### src/pcsd_pkg.sv
// ----------------------------------------------------------------------------
// pcsd_pkg: shared types and constants for the pixel composer
// Sample and result types, register indexes, lane control, decode constants
// and the elaboration-time builder for the sRGB decode knots.
// ----------------------------------------------------------------------------
package pcsd_pkg;

  localparam int SAMPLE_W   = 20;
  localparam int RESULT_W   = 25;
  localparam int INDEX_W    = 24;
  localparam int FLAG_W     = 6;
  localparam int DIM_W      = 13;
  localparam int CFG_IDX_W  = 3;
  localparam int CFG_DATA_W = 20;
  localparam int PIPE_DEPTH = 4;
  localparam int KNOT_W     = 24;
  localparam int FRAC_W     = 19;
  localparam int PROD_W     = 2 * SAMPLE_W;
  localparam int LIN_X_W    = 28;
  localparam int LIN_M_W    = 27;
  localparam int LIN_SHIFT  = 36;
  localparam int QUOT_W     = 18;
  localparam int RES_X_W    = RESULT_W + 1;

  localparam int NAN_RED     = 0;
  localparam int NAN_GREEN   = 1;
  localparam int NAN_BLUE    = 2;
  localparam int NAN_ALPHA   = 3;
  localparam int NAN_AMBIENT = 4;
  localparam int NAN_DEPTH   = 5;

  localparam logic [CFG_IDX_W-1:0] REG_FRAME_WIDTH    = 3'd0;
  localparam logic [CFG_IDX_W-1:0] REG_FRAME_HEIGHT   = 3'd1;
  localparam logic [CFG_IDX_W-1:0] REG_USE_AMBIENT    = 3'd2;
  localparam logic [CFG_IDX_W-1:0] REG_USE_BACKGROUND = 3'd3;
  localparam logic [CFG_IDX_W-1:0] REG_BACK_RED       = 3'd4;
  localparam logic [CFG_IDX_W-1:0] REG_BACK_GREEN     = 3'd5;
  localparam logic [CFG_IDX_W-1:0] REG_BACK_BLUE      = 3'd6;

  typedef logic signed [SAMPLE_W-1:0] sample_t;
  typedef logic signed [RESULT_W-1:0] result_t;

  typedef struct packed {
    logic use_amb;
    logic amb_nan;
    logic is_back;
  } lane_ctl_t;

  localparam sample_t Q_MAX     = 20'sd524287;
  localparam sample_t Q_MIN     = -20'sd524288;
  localparam sample_t ONE_Q16   = 20'sd65536;
  localparam sample_t LIN_LIMIT = 20'sd2650;
  localparam result_t OUT_MAX   = 25'sd8650752;
  localparam result_t OUT_MIN   = -25'sd65536;

  localparam logic signed [LIN_X_W-1:0] LIN_SLOPE = 28'sd50;
  localparam logic signed [LIN_X_W-1:0] LIN_BIAS  = 28'sd42336579;
  localparam logic [LIN_M_W-1:0]        LIN_RECIP = 27'd106376899;
  localparam logic [RES_X_W-1:0]        LIN_OFFS  = 26'd65536;

  // knot k of a depth-entry table: 65536 * ((8k/depth + 0.055) / 1.055)^2.4
  function automatic logic [KNOT_W-1:0] knot_value(input int unsigned depth,
                                                    input int unsigned k);
    longint unsigned num;
    longint unsigned den;
    longint unsigned u;
    longint unsigned u2;
    longint unsigned s;
    longint unsigned cand;
    longint unsigned p;
    longint unsigned prod;
    int b;
    int i;
    num = ((64'd8000 * 64'(k)) + (64'd55 * 64'(depth))) << 24;
    den = 64'd1055 * 64'(depth);
    u = 64'd0;
    for (b = 27; b >= 0; b--) begin
      cand = u | (64'd1 << b);
      if (cand * den <= num) u = cand;
    end
    u2 = (u * u) >> 24;
    s = 64'd0;
    for (b = 25; b >= 0; b--) begin
      cand = s | (64'd1 << b);
      p = cand;
      for (i = 0; i < 4; i++) p = (p * cand) >> 24;
      if (p <= u2) s = cand;
    end
    prod = (u2 * s + (64'd1 << 31)) >> 32;
    return KNOT_W'(prod);
  endfunction

endpackage

### src/pcsd_index.sv
// ----------------------------------------------------------------------------
// pcsd_index: frame position and destination index
// Row and column counters over the clamped frame size, the flipped and
// transposed destination index, the end-of-frame mark, and a delay line that
// keeps both in step with the colour lanes.
// ----------------------------------------------------------------------------
module pcsd_index #(
  parameter int MAX_DIM = 4096
) (
  input  logic                         clk,
  input  logic                         rst,
  input  logic                         adv,
  input  logic                         take,
  input  logic [pcsd_pkg::DIM_W-1:0]   frame_width,
  input  logic [pcsd_pkg::DIM_W-1:0]   frame_height,
  output logic [pcsd_pkg::INDEX_W-1:0] target_index,
  output logic                         frame_last
);
  import pcsd_pkg::*;

  localparam int CNT_W  = (MAX_DIM > 1) ? $clog2(MAX_DIM) : 1;
  localparam int DIMV_W = $clog2(MAX_DIM + 1);
  localparam int EXT_W  = (DIMV_W > DIM_W) ? DIMV_W : DIM_W;
  localparam int TGT_W  = DIMV_W + CNT_W + 1;

  logic [CNT_W-1:0]  column_count;
  logic [CNT_W-1:0]  row_count;
  logic [CNT_W-1:0]  column_count_next;
  logic [CNT_W-1:0]  row_count_next;
  logic [EXT_W-1:0]  fw_x;
  logic [EXT_W-1:0]  fh_x;
  logic [DIMV_W-1:0] w;
  logic [DIMV_W-1:0] h;
  logic [CNT_W-1:0]  col_eff;
  logic [CNT_W-1:0]  row_eff;
  logic [DIMV_W-1:0] col_inc;
  logic [DIMV_W-1:0] row_inc;
  logic [TGT_W-1:0]  tgt;
  logic              last_now;

  logic [INDEX_W-1:0] tgt_pipe  [PIPE_DEPTH];
  logic               last_pipe [PIPE_DEPTH];

  assign fw_x = EXT_W'(frame_width);
  assign fh_x = EXT_W'(frame_height);

  always_comb begin
    if (fw_x == '0) begin
      w = DIMV_W'(1);
    end else if (fw_x > EXT_W'(MAX_DIM)) begin
      w = DIMV_W'(MAX_DIM);
    end else begin
      w = DIMV_W'(fw_x);
    end
    if (fh_x == '0) begin
      h = DIMV_W'(1);
    end else if (fh_x > EXT_W'(MAX_DIM)) begin
      h = DIMV_W'(MAX_DIM);
    end else begin
      h = DIMV_W'(fh_x);
    end
  end

  assign col_eff = (DIMV_W'(column_count) >= w) ? '0 : column_count;
  assign row_eff = (DIMV_W'(row_count) >= h) ? '0 : row_count;
  assign col_inc = DIMV_W'(col_eff) + DIMV_W'(1);
  assign row_inc = DIMV_W'(row_eff) + DIMV_W'(1);

  always_comb begin
    if (row_inc >= h) begin
      row_count_next    = '0;
      column_count_next = (col_inc >= w) ? '0 : CNT_W'(col_inc);
    end else begin
      row_count_next    = CNT_W'(row_inc);
      column_count_next = col_eff;
    end
  end

  assign tgt = TGT_W'(h) - TGT_W'(1) - TGT_W'(row_eff) + TGT_W'(h) * TGT_W'(col_eff);
  assign last_now = (DIMV_W'(col_eff) == w - DIMV_W'(1)) &&
                    (DIMV_W'(row_eff) == h - DIMV_W'(1));

  always_ff @(posedge clk) begin
    if (rst) begin
      column_count <= '0;
      row_count    <= '0;
    end else if (take) begin
      column_count <= column_count_next;
      row_count    <= row_count_next;
    end
  end

  always_ff @(posedge clk) begin
    if (adv) begin
      tgt_pipe[0]  <= INDEX_W'(tgt);
      last_pipe[0] <= last_now;
      for (int i = 1; i < PIPE_DEPTH; i++) begin
        tgt_pipe[i]  <= tgt_pipe[i-1];
        last_pipe[i] <= last_pipe[i-1];
      end
    end
  end

  assign target_index = tgt_pipe[PIPE_DEPTH-1];
  assign frame_last   = last_pipe[PIPE_DEPTH-1];

endmodule
### config.mk
export PLATFORM = sky130hd
export DESIGN_NAME = pcsd_index
export DESIGN_NICKNAME = d
export VERILOG_FILES = /design/src/pcsd_pkg.sv /design/src/pcsd_index.sv
export SDC_FILE = /design/constraint.sdc
export NUM_CORES = 1
export LEC_CHECK = 0
export ABC_AREA = 1
export ABC_CLOCK_PERIOD_IN_PS = 26100
export BUFFER_PORTS_ARGS = -buffer_cell sky130_fd_sc_hd__buf_2
export CORE_MARGIN = 4
export CORE_UTILIZATION = 46
export CTS_CLUSTER_SIZE = 10
export DETAILED_ROUTE_END_ITERATION = 8
export PLACE_DENSITY = 0.72
export SYNTH_ARGS = -nofsm -noshare
export SYNTH_HDL_FRONTEND = slang
export SYNTH_SLANG_ARGS = --single-unit
### constraint.sdc
create_clock -name clk -period 26.1 [get_ports clk]
set_input_delay 2.61 -clock clk [delete_from_list [all_inputs] [get_ports clk]]
set_output_delay 2.61 -clock clk [all_outputs]
set_load 0.01 [all_outputs]
==> results.json <==
{
  "hold_slack_ps": 416,
  "clock_sinks": 124,
  "nets": 1879,
  "path_clk_slew_ps": 60,
  "worstSetupPathDepth": 44,
  "ioPinCount": 55,
  "synth_fp_nets": 1827,
  "post_cts_resized": 0,
  "grt_max_degree": 66,
  "worstMarginPinSlew_ps": 1270,
  "worstSetupPathType": "input pin to register",
  "maxCapViolations": 0,
  "cts_buffers": 17,
  "dp_worst_setup_slack_ps": 14090,
  "drc": 0,
  "ys_warn_count": 0,
  "core_mm2": 0.0273,
  "cts_root_buffer": "clkbuf_16",
  "wl_per_cell_um": 15.9,
  "leakagePower_nw": 6.79,
  "port_buffers": 54,
  "worstPathMaxFanout": 14,
  "grt_pass1_vias": 10400,
  "relSlewSlack_pct": 14.6,
  "ant_nets": 0,
  "fin_skew_ps": 14.4,
  "cellPowerDensity_mw_per_mm2": 41.8,
  "viasPerCell": 5.27,
  "cts_tree": "built",
  "regToRegEndpoint": "tgt_pipe[0][19]",
  "critPathTopFamily": "simple AND/OR/NAND/NOR gates",
  "start_util_pct": 47.2,
  "r2r_slack_ps": 17860,
  "timing.final.crit_share_pct": 44.9,
  "grt_pass1_wl_mm": 52.0,
  "place_hpwl_mm": 25.4,
  "fp.dieArea_mm2": 0.0307,
  "insertion_delay_ps": 430,
  "rsz0062_at_grt": "false",
  "crit_arrival_ps": 11900,
  "cts_buffer_depth": 2,
  "drt_pre_antenna_iters": 5,
  "layout_common_cells": "343 x nand2_1, 296 x inv_1, 164 x nor2_1",
  "async_flop_share_pct": 0,
  "worst_ep_required_time_ps": 26270,
  "slowest_stage": "nor2_1",
  "routabilityCongestion": 0.963,
  "syn_avg_cell_area_um2": 8.36,
  "synth_cell_types": 48,
  "routed_wl_mm": 31.5,
  "tns_ps": 0,
  "slowest_delay_ps": 700,
  "syn2layout_area_growth_pct": 9.58,
  "hold_start": "tgt_pipe[2][2]",
  "reg2reg_from": "row_count[8]",
  "status": "finished, final reports clean",
  "htreeDepth": 4,
  "worst-path-buf-inv": 9,
  "cp-start-kind": "input pin",
  "hold_path_end": "tgt_pipe[3][2]",
  "crit_top_cell": "nor2_1",
  "vias": 10400,
  "rows": 60,
  "grt_antenna_before_repair": 1,
  "worstSetupEndpointType": "register",
  "final_common_cell": "nand2_1",
  "hold_buffers": 0,
  "hold_viol_final": 0,
  "postCtsSetupBuffers": 0,
  "ys_ff_latch": 124,
  "grt_usage_pct": 20.9,
  "reg2regPathDepth": 36,
  "maxSlewViolCount": 0,
  "synth_area_mm2": 0.0129,
  "die_w_um": 175,
  "placed_cell_area_mm2": 0.0135,
  "synth_edf_count": 100,
  "finalSetupViolCount": 0,
  "hold_path_class": "register to register",
  "syn_inst": 1540,
  "fmax_mhz": 85.2,
  "final.min_clock_period_ps": 11730,
  "drtIter0Drc": 846,
  "seq_area_frac_synth_pct": 27.1,
  "ir_drop_mv": 0.0417,
  "overflow": 0,
  "diodes": 0,
  "setup_slack_ps": 14370,
  "die-height_um": 175,
  "ys.flop_type": "edfxtp_1",
  "final_area_mm2": 0.0141,
  "drive_gt1_share_pct": 7.29,
  "hold-path-cell-count": 0
}
## cell usage after synthesis, types with 5 or more instances
| master | n | share of area (%) |
|---|---|---|
| and2_1 | 10 | 0.49 |
| edfxtp_1 | 100 | 23 |
| nor2_4 | 5 | 0.44 |
| inv_2 | 5 | 0.15 |
| nor2_2 | 9 | 0.44 |
| nor3_1 | 13 | 0.51 |
| ha_1 | 125 | 12 |
| nand2_1 | 343 | 10 |
| clkbuf_1 | 16 | 0.47 |
| dfxtp_1 | 24 | 3.7 |
| xor2_1 | 36 | 2.4 |
| inv_1 | 296 | 8.6 |
| fa_1 | 132 | 21 |
| a21oi_1 | 75 | 2.9 |
| o21ai_0 | 37 | 1.4 |
| nand4_1 | 26 | 1.3 |
| xnor2_1 | 22 | 1.5 |
| buf_2 | 5 | 0.19 |
| nand3_1 | 55 | 2.1 |
| nor2_1 | 164 | 4.8 |
## layout make-up
type	instances	area, µm²
sequential	124	3480
tap	372	465
multi-input combinational	1088	8150
timing repair buffer	58	303
clock buffer	17	425
clock inverter	15	144
fill	2547	13100
inverter	303	1140
## metrics by stage
stage          total power [mW]  std cells  utilization (%)
2_1_floorplan             0.324       1540                -
3_3_place_gp              0.356       1945             49.7
3_5_place_dp              0.360       1945             49.7
4_1_cts                   0.595       1977             51.8
5_1_grt                   0.622       1977             51.8
6_report                  0.590       1977             51.8
## worst register-to-register path, delay by kind of cell, from the launching register on
| family | cells | cell delay (ps) |
|---|---|---|
| compound gates | 5 | 950 |
| buf+inv | 6 | 690 |
| xor+xnor | 1 | 160 |
| simple gates | 17 | 2750 |
| flops | 1 | 440 |
| fa+ha+maj | 7 | 3000 |
## routing by layer
layer  share of wire [%]  GRT usage, %  wire [µm]
met1                  42          27.7      13400
met2                  48          34.9      15200
met3                 6.5          3.42       2050
met4                 3.0          7.30        936
met5               0.025             0          8
## cells by family after synthesis
kind of cell / share of synthesized area, %
AND/OR/NAND/NOR: 20.9
buffers and inverters: 9.64
adder cells (fa/ha/maj): 32.7
AO/OA/AOI/OAI: 5.74
flip-flops: 27.1
XOR/XNOR: 3.95
## power by group
| group | switching (mW) | leakage [nW] | internal, mW | total [mW] |
|---|---|---|---|---|
| logic | 0.0792 | 5.33 | 0.0422 | 0.121 |
| registers | 0.00342 | 1.18 | 0.233 | 0.236 |
| clock network | 0.106 | 0.268 | 0.126 | 0.232 |
## sequential cells by signal, indices dropped and copies added, names as in the netlist
name,count
row_count,12
last_pipe,4
column_count,12
tgt_pipe,96
## worst max-delay path by stage
stage                          start              end  slack (ps)
floorplan           frame_height[12]  tgt_pipe[0][19]       16110
global placement    frame_height[11]  tgt_pipe[0][19]       14540
detailed placement  frame_height[11]  tgt_pipe[0][19]       14090
CTS                 frame_height[11]  tgt_pipe[0][19]       14460
global route        frame_height[11]  tgt_pipe[0][19]       13380
finish               frame_height[9]  tgt_pipe[0][19]       14370
Note: power is estimated with default switching activity, not from simulation.
